==> config.mk <==
export PLATFORM = sky130hd
export DESIGN_NAME = http_content_length_extractor
export DESIGN_NICKNAME = d
export VERILOG_FILES = /design/src/hcle_pkg.sv /design/src/hcle_front.sv /design/src/hcle_queue.sv /design/src/hcle_back.sv /design/src/http_content_length_extractor.sv
export SDC_FILE = /design/constraint.sdc
export NUM_CORES = 1
export LEC_CHECK = 0
export ABC_AREA = 1
export BUFFER_PORTS_ARGS = -buffer_cell sky130_fd_sc_hd__buf_2
export CORE_MARGIN = 2
export CORE_UTILIZATION = 65
export DETAILED_ROUTE_END_ITERATION = 6
export GPL_TIMING_DRIVEN = 0
export HOLD_SLACK_MARGIN = 0.12
export PLACE_DENSITY = 0.83
export SLEW_MARGIN = 20
export SYNTH_ARGS = -nofsm -noshare
export SYNTH_HDL_FRONTEND = slang
export SYNTH_HIERARCHICAL = 1
export SYNTH_SLANG_ARGS = --single-unit
==> constraint.sdc <==
create_clock -name clk -period 6.75 [get_ports clk]
set_clock_uncertainty 0.2 [all_clocks]
set_input_delay 1.35 -clock clk [delete_from_list [all_inputs] [get_ports clk]]
set_output_delay 1.35 -clock clk [all_outputs]
set_load 0.005 [all_outputs]
==> src/hcle_pkg.sv <==
package hcle_pkg;

  localparam int unsigned BYTE_W        = 8;
  localparam int unsigned LABEL_LEN     = 16;
  localparam int unsigned LABEL_PROG_W  = 5;
  localparam int unsigned TERM_W        = 3;
  localparam int unsigned VALUE_W       = 31;
  localparam int unsigned DIGIT_W       = 4;
  localparam int unsigned MAX_DIGITS_DEF = 63;
  localparam int unsigned QUEUE_DEPTH   = 2;

  localparam logic [BYTE_W-1:0] CHAR_CR    = 8'h0D;
  localparam logic [BYTE_W-1:0] CHAR_LF    = 8'h0A;
  localparam logic [BYTE_W-1:0] CHAR_ZERO  = 8'h30;
  localparam logic [BYTE_W-1:0] CHAR_NINE  = 8'h39;

  localparam logic [TERM_W-1:0] TERM_NONE  = 3'd0;
  localparam logic [TERM_W-1:0] TERM_CR    = 3'd1;
  localparam logic [TERM_W-1:0] TERM_CRLF  = 3'd2;
  localparam logic [TERM_W-1:0] TERM_CRLFCR = 3'd3;
  localparam logic [TERM_W-1:0] TERM_DONE  = 3'd4;

  localparam logic [LABEL_PROG_W-1:0] LABEL_DONE = 5'd16;

  localparam logic [VALUE_W-1:0] VALUE_MAX = 31'h7FFF_FFFF;

  // "Content-Length: "
  localparam logic [BYTE_W-1:0] LABEL_TEXT [LABEL_LEN] = '{
    8'h43, 8'h6F, 8'h6E, 8'h74, 8'h65, 8'h6E, 8'h74, 8'h2D,
    8'h4C, 8'h65, 8'h6E, 8'h67, 8'h74, 8'h68, 8'h3A, 8'h20
  };

  typedef struct packed {
    logic                 closed;
    logic                 is_digit;
    logic [DIGIT_W-1:0]   digit;
    logic                 is_cr;
    logic                 is_lf;
    logic [LABEL_LEN-1:0] label_hit;
  } item_t;

  typedef struct packed {
    logic [VALUE_W-1:0] content_length;
    logic               label_found;
    logic               header_complete;
  } result_t;

endpackage

==> src/hcle_front.sv <==
module hcle_front (
  input  logic [hcle_pkg::BYTE_W-1:0] data_byte,
  input  logic                        stream_closed,
  output hcle_pkg::item_t             item
);

  always_comb begin
    item.closed   = stream_closed;
    item.is_digit = (data_byte >= hcle_pkg::CHAR_ZERO) && (data_byte <= hcle_pkg::CHAR_NINE);
    item.digit    = data_byte[hcle_pkg::DIGIT_W-1:0];
    item.is_cr    = (data_byte == hcle_pkg::CHAR_CR);
    item.is_lf    = (data_byte == hcle_pkg::CHAR_LF);
    for (int i = 0; i < hcle_pkg::LABEL_LEN; i++) begin
      item.label_hit[i] = (data_byte == hcle_pkg::LABEL_TEXT[i]);
    end
  end

endmodule

==> src/hcle_queue.sv <==
module hcle_queue (
  input  logic            clk,
  input  logic            rst,
  input  logic            push,
  input  hcle_pkg::item_t push_item,
  output logic            full,
  input  logic            pop,
  output logic            valid,
  output hcle_pkg::item_t pop_item
);

  localparam int unsigned PTR_W = (hcle_pkg::QUEUE_DEPTH > 1) ?
                                  $clog2(hcle_pkg::QUEUE_DEPTH) : 1;
  localparam int unsigned CNT_W = $clog2(hcle_pkg::QUEUE_DEPTH + 1);
  localparam logic [PTR_W-1:0] PTR_LAST = PTR_W'(hcle_pkg::QUEUE_DEPTH - 1);
  localparam logic [CNT_W-1:0] CNT_FULL = CNT_W'(hcle_pkg::QUEUE_DEPTH);

  hcle_pkg::item_t  mem [hcle_pkg::QUEUE_DEPTH];
  logic [PTR_W-1:0] wr_ptr;
  logic [PTR_W-1:0] rd_ptr;
  logic [CNT_W-1:0] count;
  logic             do_push;
  logic             do_pop;

  assign full     = (count == CNT_FULL);
  assign valid    = (count != '0);
  assign pop_item = mem[rd_ptr];
  assign do_push  = push && !full;
  assign do_pop   = pop && valid;

  always_ff @(posedge clk) begin
    if (do_push) begin
      mem[wr_ptr] <= push_item;
    end
  end

  always_ff @(posedge clk) begin
    if (rst) begin
      wr_ptr <= '0;
      rd_ptr <= '0;
      count  <= '0;
    end else begin
      if (do_push) begin
        wr_ptr <= (wr_ptr == PTR_LAST) ? '0 : wr_ptr + 1'b1;
      end
      if (do_pop) begin
        rd_ptr <= (rd_ptr == PTR_LAST) ? '0 : rd_ptr + 1'b1;
      end
      if (do_push && !do_pop) begin
        count <= count + 1'b1;
      end else if (do_pop && !do_push) begin
        count <= count - 1'b1;
      end
    end
  end

endmodule

==> src/hcle_back.sv <==
module hcle_back #(
  parameter int unsigned MAX_DIGITS = hcle_pkg::MAX_DIGITS_DEF
) (
  input  logic              clk,
  input  logic              rst,
  input  logic              item_valid,
  input  hcle_pkg::item_t   item,
  output logic              item_pop,
  output logic              result_valid,
  input  logic              result_ready,
  output hcle_pkg::result_t result
);

  localparam int unsigned CNT_W = $clog2(MAX_DIGITS + 1);
  localparam logic [CNT_W-1:0] CNT_MAX = CNT_W'(MAX_DIGITS);
  localparam int unsigned PROD_W = hcle_pkg::VALUE_W + 4;

  logic [hcle_pkg::TERM_W-1:0]       term;
  logic [hcle_pkg::TERM_W-1:0]       term_next;
  logic [hcle_pkg::LABEL_PROG_W-1:0] label_prog;
  logic [hcle_pkg::LABEL_PROG_W-1:0] label_prog_next;
  logic                              label_seen;
  logic                              label_seen_next;
  logic                              digits_closed;
  logic                              digits_closed_next;
  logic [CNT_W-1:0]                  digit_count;
  logic [CNT_W-1:0]                  digit_count_next;
  logic [hcle_pkg::VALUE_W-1:0]      length_value;
  logic [hcle_pkg::VALUE_W-1:0]      length_value_next;
  logic [PROD_W-1:0]                 product;
  logic                              label_hit;
  logic                              emit;
  hcle_pkg::result_t                 result_next;

  assign item_pop = item_valid && (!result_valid || result_ready);

  assign product = {4'b0, length_value} * PROD_W'(10) + PROD_W'(item.digit);
  assign label_hit = !label_prog[hcle_pkg::LABEL_PROG_W-1] &&
                     item.label_hit[label_prog[hcle_pkg::LABEL_PROG_W-2:0]];

  always_comb begin
    label_prog_next    = label_prog;
    label_seen_next    = label_seen;
    digits_closed_next = digits_closed;
    digit_count_next   = digit_count;
    length_value_next  = length_value;
    term_next          = hcle_pkg::TERM_NONE;

    if (label_seen) begin
      if (!digits_closed) begin
        if (item.is_digit && (digit_count < CNT_MAX)) begin
          length_value_next = (product > PROD_W'(hcle_pkg::VALUE_MAX)) ?
                              hcle_pkg::VALUE_MAX : product[hcle_pkg::VALUE_W-1:0];
          digit_count_next  = digit_count + 1'b1;
          if (digit_count_next >= CNT_MAX) begin
            digits_closed_next = 1'b1;
          end
        end else begin
          digits_closed_next = 1'b1;
        end
      end
    end else begin
      if (label_hit) begin
        label_prog_next = label_prog + 1'b1;
      end else begin
        label_prog_next = item.label_hit[0] ? 5'd1 : 5'd0;
      end
      label_seen_next = (label_prog_next == hcle_pkg::LABEL_DONE);
    end

    if (item.is_cr) begin
      term_next = (term == hcle_pkg::TERM_CRLF) ? hcle_pkg::TERM_CRLFCR : hcle_pkg::TERM_CR;
    end else if (item.is_lf && ((term == hcle_pkg::TERM_CR) ||
                                (term == hcle_pkg::TERM_CRLFCR))) begin
      term_next = term + 1'b1;
    end

    if (item.closed) begin
      emit = 1'b1;
      result_next.content_length  = '0;
      result_next.label_found     = label_seen;
      result_next.header_complete = 1'b0;
    end else begin
      emit = (term_next == hcle_pkg::TERM_DONE);
      result_next.content_length  = (label_seen_next && (digit_count_next != '0)) ?
                                    length_value_next : '0;
      result_next.label_found     = label_seen_next;
      result_next.header_complete = 1'b1;
    end
  end

  always_ff @(posedge clk) begin
    if (item_pop && emit) begin
      result <= result_next;
    end
  end

  always_ff @(posedge clk) begin
    if (rst) begin
      term          <= hcle_pkg::TERM_NONE;
      label_prog    <= '0;
      label_seen    <= 1'b0;
      digits_closed <= 1'b0;
      digit_count   <= '0;
      length_value  <= '0;
      result_valid  <= 1'b0;
    end else begin
      if (item_pop && emit) begin
        result_valid <= 1'b1;
      end else if (result_ready) begin
        result_valid <= 1'b0;
      end
      if (item_pop) begin
        if (emit) begin
          term          <= hcle_pkg::TERM_NONE;
          label_prog    <= '0;
          label_seen    <= 1'b0;
          digits_closed <= 1'b0;
          digit_count   <= '0;
          length_value  <= '0;
        end else begin
          term          <= term_next;
          label_prog    <= label_prog_next;
          label_seen    <= label_seen_next;
          digits_closed <= digits_closed_next;
          digit_count   <= digit_count_next;
          length_value  <= length_value_next;
        end
      end
    end
  end

endmodule

==> src/http_content_length_extractor.sv <==
// HTTP Content-Length extractor.
// Slave stream s_axis takes one header byte per transaction: tdata is the
// byte, tuser marks a closed connection (the byte is then ignored). Master
// stream m_axis gives one transaction per header: tdata holds the parsed
// length and whether the "Content-Length: " label was seen, tuser is set
// when the CR LF CR LF terminator closed the header and clear when the
// connection closed first.
// An accepted byte is written into a two-entry queue; the parser pops it
// from the queue and registers the result, so a byte passes the queue
// entry and then the result register before its result is on m_axis.
// One byte per cycle is sustained unless m_axis stalls; the parser state update
// (label match, one multiply-by-ten and saturating add) is the only step.
// Synchronous active-high rst empties the queue, drops any pending result
// and clears all parser state. While m_axis is stalled with a result held,
// the parser stops and the queue fills; s_axis_tready falls once it is
// full and rises again as soon as the result is taken.
module http_content_length_extractor #(
  parameter int unsigned MAX_DIGITS = hcle_pkg::MAX_DIGITS_DEF
) (
  input  logic        clk,
  input  logic        rst,
  input  logic        s_axis_tvalid,
  output logic        s_axis_tready,
  input  logic [7:0]  s_axis_tdata,   // [7:0] data_byte
  input  logic        s_axis_tuser,   // [0] stream_closed
  output logic        m_axis_tvalid,
  input  logic        m_axis_tready,
  output logic [31:0] m_axis_tdata,   // [30:0] content_length, [31] label_found
  output logic        m_axis_tuser    // [0] header_complete
);

  hcle_pkg::item_t   in_item;
  hcle_pkg::item_t   q_item;
  hcle_pkg::result_t result;
  logic              q_full;
  logic              q_valid;
  logic              q_pop;

  assign s_axis_tready = !q_full;

  hcle_front u_front (
    .data_byte     (s_axis_tdata),
    .stream_closed (s_axis_tuser),
    .item          (in_item)
  );

  hcle_queue u_queue (
    .clk       (clk),
    .rst       (rst),
    .push      (s_axis_tvalid),
    .push_item (in_item),
    .full      (q_full),
    .pop       (q_pop),
    .valid     (q_valid),
    .pop_item  (q_item)
  );

  hcle_back #(
    .MAX_DIGITS (MAX_DIGITS)
  ) u_back (
    .clk          (clk),
    .rst          (rst),
    .item_valid   (q_valid),
    .item         (q_item),
    .item_pop     (q_pop),
    .result_valid (m_axis_tvalid),
    .result_ready (m_axis_tready),
    .result       (result)
  );

  assign m_axis_tdata = {result.label_found, result.content_length};
  assign m_axis_tuser = result.header_complete;

  a_new_result_from_pop: assert property (@(posedge clk) disable iff (rst)
    (m_axis_tvalid && !($past(m_axis_tvalid) && !$past(m_axis_tready))) |-> $past(q_pop))
    else $error("result appeared without a parsed byte");

  a_stall_holds_parser: assert property (@(posedge clk) disable iff (rst)
    (m_axis_tvalid && !m_axis_tready) |-> !q_pop)
    else $error("parser advanced while result stalled");

  a_incomplete_zero: assert property (@(posedge clk) disable iff (rst)
    (m_axis_tvalid && !m_axis_tuser) |-> (m_axis_tdata[30:0] == 31'd0))
    else $error("incomplete header carries a length");

  a_backpressure_only_when_busy: assert property (@(posedge clk) disable iff (rst)
    !s_axis_tready |-> q_valid)
    else $error("input stalled with empty queue");

endmodule

# == Word level (Yosys, flattened, before mapping) ==
# Memories as Yosys holds them, arrays and structs flattened. A register that Yosys moved wholly into a read port is not among the register bits.
# Index checks and enable logic that the tools add are counted.
# op_classes
addsub,8
n_mul,1
order_cmp,6
eq_ne,20
muxes,39
bitwise,1
reduce_logical,26
# ops
operator,count
31-bit two-way mux,5
"8-bit by 7-bit == test with 1-bit output, second input constant",8
35-bit by 4-bit adder with 35-bit output,1
"35-bit by 31-bit greater-than comparator with 1-bit output, second input constant",1
"31-bit by 3-bit multiplier with 34-bit output, second input constant",1
"8-bit by 6-bit == test with 1-bit output, second input constant",3
6-bit two-way mux,4
5-bit two-way mux,4
1-bit two-way mux,18
"8-bit by 4-bit == test with 1-bit output, second input constant",2
1-bit logical AND,11
3-bit two-way mux,3
"8-bit by 6-bit >= comparator with 1-bit output, second input constant",1
"8-bit by 6-bit <= comparator with 1-bit output, second input constant",1
2-bit two-way mux,4
2-bit nonzero test,4
"6-bit by 1-bit adder with 6-bit output, second input constant",1
"3-bit by 2-bit == test with 1-bit output, second input constant",2
"6-bit >= comparator, second input constant",1
"6-bit less-than comparator, second input constant",1
6-bit nonzero test,1
"5-bit by 1-bit adder with 5-bit output, second input constant",1
"5-bit == test, second input constant",1
1-bit logical NOT,5
14 further kinds,17
# totals
ff_bits,85
ramBits,48
in_bits,13
out_inout_bits,35
word_cells,115
memories,1
# mem_list
name,words,width,rd,rd_clocked_by_memory_dff,write_ports,line,rtl
u_queue.mem,2,24,1,1,1,hcle_queue.sv:18,hcle_pkg::item_t mem [hcle_pkg::QUEUE_DEPTH];

# == Depth between registers and ports, before layout ==
# depth
word_depth,10
mapped_depth,24
depth_no_buf,23

# == Cells and area by module ==
# The synthesis kept the hierarchy.
# by_module_without_submodules
mod,n_inst,cells_each,area_per_inst_um2,seq_area_each_um2
hcle_back,1,1278,8573.2,1951.9
hcle_queue,1,112,2082.0,1541.5
hcle_front,1,63,299.0,0.0
http_content_length_extractor,1,1,3.8,0.0

# == Worst setup path after synthesis ==
# Ideal clock, no wire load.
# synth_path
path_kind,input -> register
from,in m_axis_tready
to,reg u_back.label_seen
setup_ns,0.116
arrival_time_ns,3.442
required_ns,6.434
path_slack_ns,2.992
stages,6
n_path_buf,0
path_cell_list,inv_1 > nand2_1 > nand2_1 > nor2_1 > or2_2 > nor2_1
# synth_via
elab_chain_len,2
# synth_rtl
element,line,rtl
"start, declared",http_content_length_extractor.sv:27,"input logic m_axis_tready,"
1-bit logical OR,hcle_back.sv:35,assign item_pop = item_valid && (!result_valid || result_ready);
1-bit logical AND,hcle_back.sv:35,
"end signal, assigned",hcle_back.sv:124,label_seen <= label_seen_next;
"end, declared",hcle_back.sv:22,logic label_seen;
# Every way passes these cells.
# A chain may end at the register's enable or synchronous reset.

# == Worst setup path after layout ==
# layout_path
from,reg u_back/length_value[1] (netlist bit)
to,"reg, netlist name u_back/result[31]"
# layout_via
elab_chain_len,7
# layout_rtl
element,line,rtl
"start, declared",hcle_back.sv:28,logic [hcle_pkg::VALUE_W-1:0] length_value;
"start signal, assigned",hcle_back.sv:127,length_value <= length_value_next;
31-bit by 3-bit multiplier with 34-bit output *,hcle_back.sv:37,"assign product = {4'b0, length_value} * PROD_W'(10) + PROD_W'(item.digit);"
35-bit by 4-bit adder with 35-bit output *,hcle_back.sv:37,
35-bit by 31-bit greater-than comparator with 1-bit output,hcle_back.sv:52,length_value_next = (product > PROD_W'(hcle_pkg::VALUE_MAX)) ?
31-bit two-way mux *,hcle_back.sv:52,
31-bit two-way mux *,hcle_back.sv:51,if (item.is_digit && (digit_count < CNT_MAX)) begin
31-bit two-way mux *,hcle_back.sv:50,if (!digits_closed) begin
31-bit two-way mux *,hcle_back.sv:49,if (label_seen) begin
# Mark *: on every way between the ends. The rest lies on a longest branch, timed or not.

==> impl_metrics.toml <==
[yosys]
synth_top_cell_by_area = "edfxtp_1"
synth.top_cell.area_share_pct = 22.2
synth_warnings = 6
ys_seq_elements = 134
yosysMostFrequentCell = "nand2_1"
synth_cells = 1454
synthArstFlopShare_pct = 0
syn_avg_cell_area_um2 = 7.54
synth.area.top_cells = "edfxtp_1, nand2_1, dfxtp_1"
synth_common_cells = "nand2_1, inv_1, nor2_1"
netlist_area_um2 = 11000
synth_cell_type_count = 45
synth_edf_count = 81
yosysSeqAreaShare_pct = 31.9
syn_nets = 1538
ys.flop_type = "edfxtp_1"

[detailed_routing]
first_pass_iters = 6
drtIter0Drc = 722
drc_errors = 0
wl_um = 27500
avgViaCountPerCell = 5.57
ant_nets = 0
num_vias = 9758
wl_per_cell_um = 15.7

[flow_run]
max_cap_violations = 0

[cells_and_area]
fin_nets = 1604
instances_no_fill = 1753
area_growth_pct = 9.91
final_util_pct = 72.9
stdcell_area_um2 = 12000
final_layout_size_suffix_gt1_share_pct = 20.7
multi_input_area_um2 = 6390
seq_area_um2 = 3490
diodes = 0
nFillCells = 1243

[setup_path]
critPathMaxFanout = 10
cpMaxStageDelayCell = "dfxtp_1"
cpLargestDelayFamily = "simple AND/OR/NAND/NOR gates"
cp_data_required_time_ns = 6.69
startpoint_type = "register"
rr_startpoint = "u_back/length_value[1]"
crit_path_end_kind = "register"
critical-path-max-stage-delay_ns = 0.46
cp_data_arrival_time_ns = 4.16
cp-startpoint = "u_back/length_value[1]"
path_class = "reg -> reg"
crit_chain = "ha_1 > ha_1 > fa_1 > nand2_1 > inv_2 > nor2_1 > inv_2 > nor2_2 > nand3_1 > nor2_2 > nand3_2 > nor2_2 > nand3_2 > nor2_2 > nand2_1 > nand2_1 > nand2_2 > nor2_8 > buf_12 > nand3_4 > nand2_1 > nor2_1"
crit_buf_inv = 3

[floorplanning]
fp.dieW_um = 134
fp.dieArea_um2 = 17900
core_area_um2 = 16500
dieHeight_um = 134
ios = 48
start_util_pct = 66.3
rows = 47

[placement]
place_hpwl_um = 21100
port_buffers = 46
place.gp.congestion = 0.911
dp_cells = 1721
dpl_cell_area_um2 = 11500

[timing]
final_max_slew_viol_count = 0
period_share_pct = 62.4
relSlewSlack_pct = 46.2
finalHoldViolCount = 0
fmax_mhz = 237
setup_violations = 0
rsz0062_at_grt = "false"
fin_crit_ns = 4.21
fin_tns_setup_ns = 0
tightest_slew_ns = 0.805

[global_route]
antenna_found_initial = 0
grt_max_degree = 25
grt_pass1_wl_um = 45200
grtUsageTotal_pct = 31.8
grt-ovfl-total = 0
first_global_vias = 9546

[clocking]
cts_inserted_buffers = 17
cts_repair_resize_count = 0
htreeDepth = 4
cts.sinks = 134
postCtsHoldBufs = 0
cts_root_buf = "clkbuf_16"
clk_pin_slew_ns = 0.06
clockBufferDepth = 2
cts_tree = "yes"
clk_latency_ns = 0.42
cts_setup_buffers = 0

[power]
p_leak_uw = 0.00543
p_per_area_nw_per_um2 = 214
ir_worst_vdd_mv = 0.263

[outcome]
status = "finished, final reports clean"

[min_path]
min_path_type = "reg -> reg"
hp-start = "u_back/term[2]"
-- metal layers --
metal	track usage [%]	wire [um]
met2	53.3	12800
met3	5.10	1820
met4	15.6	1230
met1	40.2	11700
met5	0	0
-- logic make-up (layout without fill, tap and decap cells) --
| kind of cell | count (synthesis) | count (layout) | synth area share [%] |
|---|---|---|---|
| adder cells (fa/ha/maj) | 71 | 71 | 8.24 |
| buffers and inverters | 244 | 323 | 10.0 |
| flip-flops | 134 | 134 | 31.9 |
| XOR/XNOR | 17 | 17 | 1.36 |
| AO/OA/AOI/OAI | 116 | 116 | 6.11 |
| AND/OR/NAND/NOR | 848 | 848 | 39.2 |
| multiplexers | 24 | 24 | 3.15 |
-- path summary, 6_finish.rpt --
check	endpoint	cells after the start	slack, ns
setup / recovery	u_back/result[31]	22	2.54
hold / removal	u_back/term[2]	2	0.27
setup reg to reg	u_back/result[31]	22	2.54
hold reg to reg	u_back/term[2]	2	0.27
-- report_power, final --
part / switching [uW] / internal, uW
sequential: 43.7 / 1010
combinational: 449 / 253
clock: 343 / 477
total: 836 / 1740
-- final cells by class --
cell class                      instances  share of cell area [%]
Buffer                                 42                    2.82
Clock buffer                           20                    3.71
Clock inverter                         12                   0.696
Inverter                              202                    6.30
Multi-Input combinational cell       1076                    53.1
Sequential cell                       134                    29.0
Tap cell                              220                    2.29
Timing Repair Buffer                   47                    2.14
-- worst min-delay path, stage by stage (launching register included) --
cell and delay [ns]:
dfxtp_1 0.31, nand2_1 0.06, a21oi_1 0.05
-- flip-flops by register name (all words and copies together) (netlist names), named ones only --
signal	count
u_back/digit_count	6
u_back/length_value	31
u_back/digits_closed	1
u_queue/mem	48
u_queue/rd_ptr	1
u_queue/count	2
u_back/term	3
u_back/result_valid	1
u_back/label_seen	1
u_back/label_prog	5
u_back/result	33
u_queue/wr_ptr	1
-- stage by stage --
| step | total power, uW | hold slack [ns] | setup WS, ns |
|---|---|---|---|
| floorplan | 1520 | 0.237 | 2.99 |
| global placement | 1710 | 0.248 | 2.17 |
| detailed placement | 1750 | 0.256 | 2.59 |
| CTS | 2570 | 0.265 | 2.55 |
| global route | 2690 | 0.318 | 2.21 |
| finish | 2580 | 0.266 | 2.54 |
-- layout by cell type (no fill, tap or decap), types with 20 or more instances in the layout --
cell	count
o21ai_0	23
nand3_4	30
inv_1	189
buf_2	51
nand3_1	71
nand2_1	425
mux2_4	20
nor2_2	20
or2_2	33
clkbuf_1	20
ha_1	69
nand2_2	28
nor2_1	154
dfxtp_1	53
nand3_2	40
a21oi_1	65
edfxtp_1	81
(Power assumes the default switching activity.)
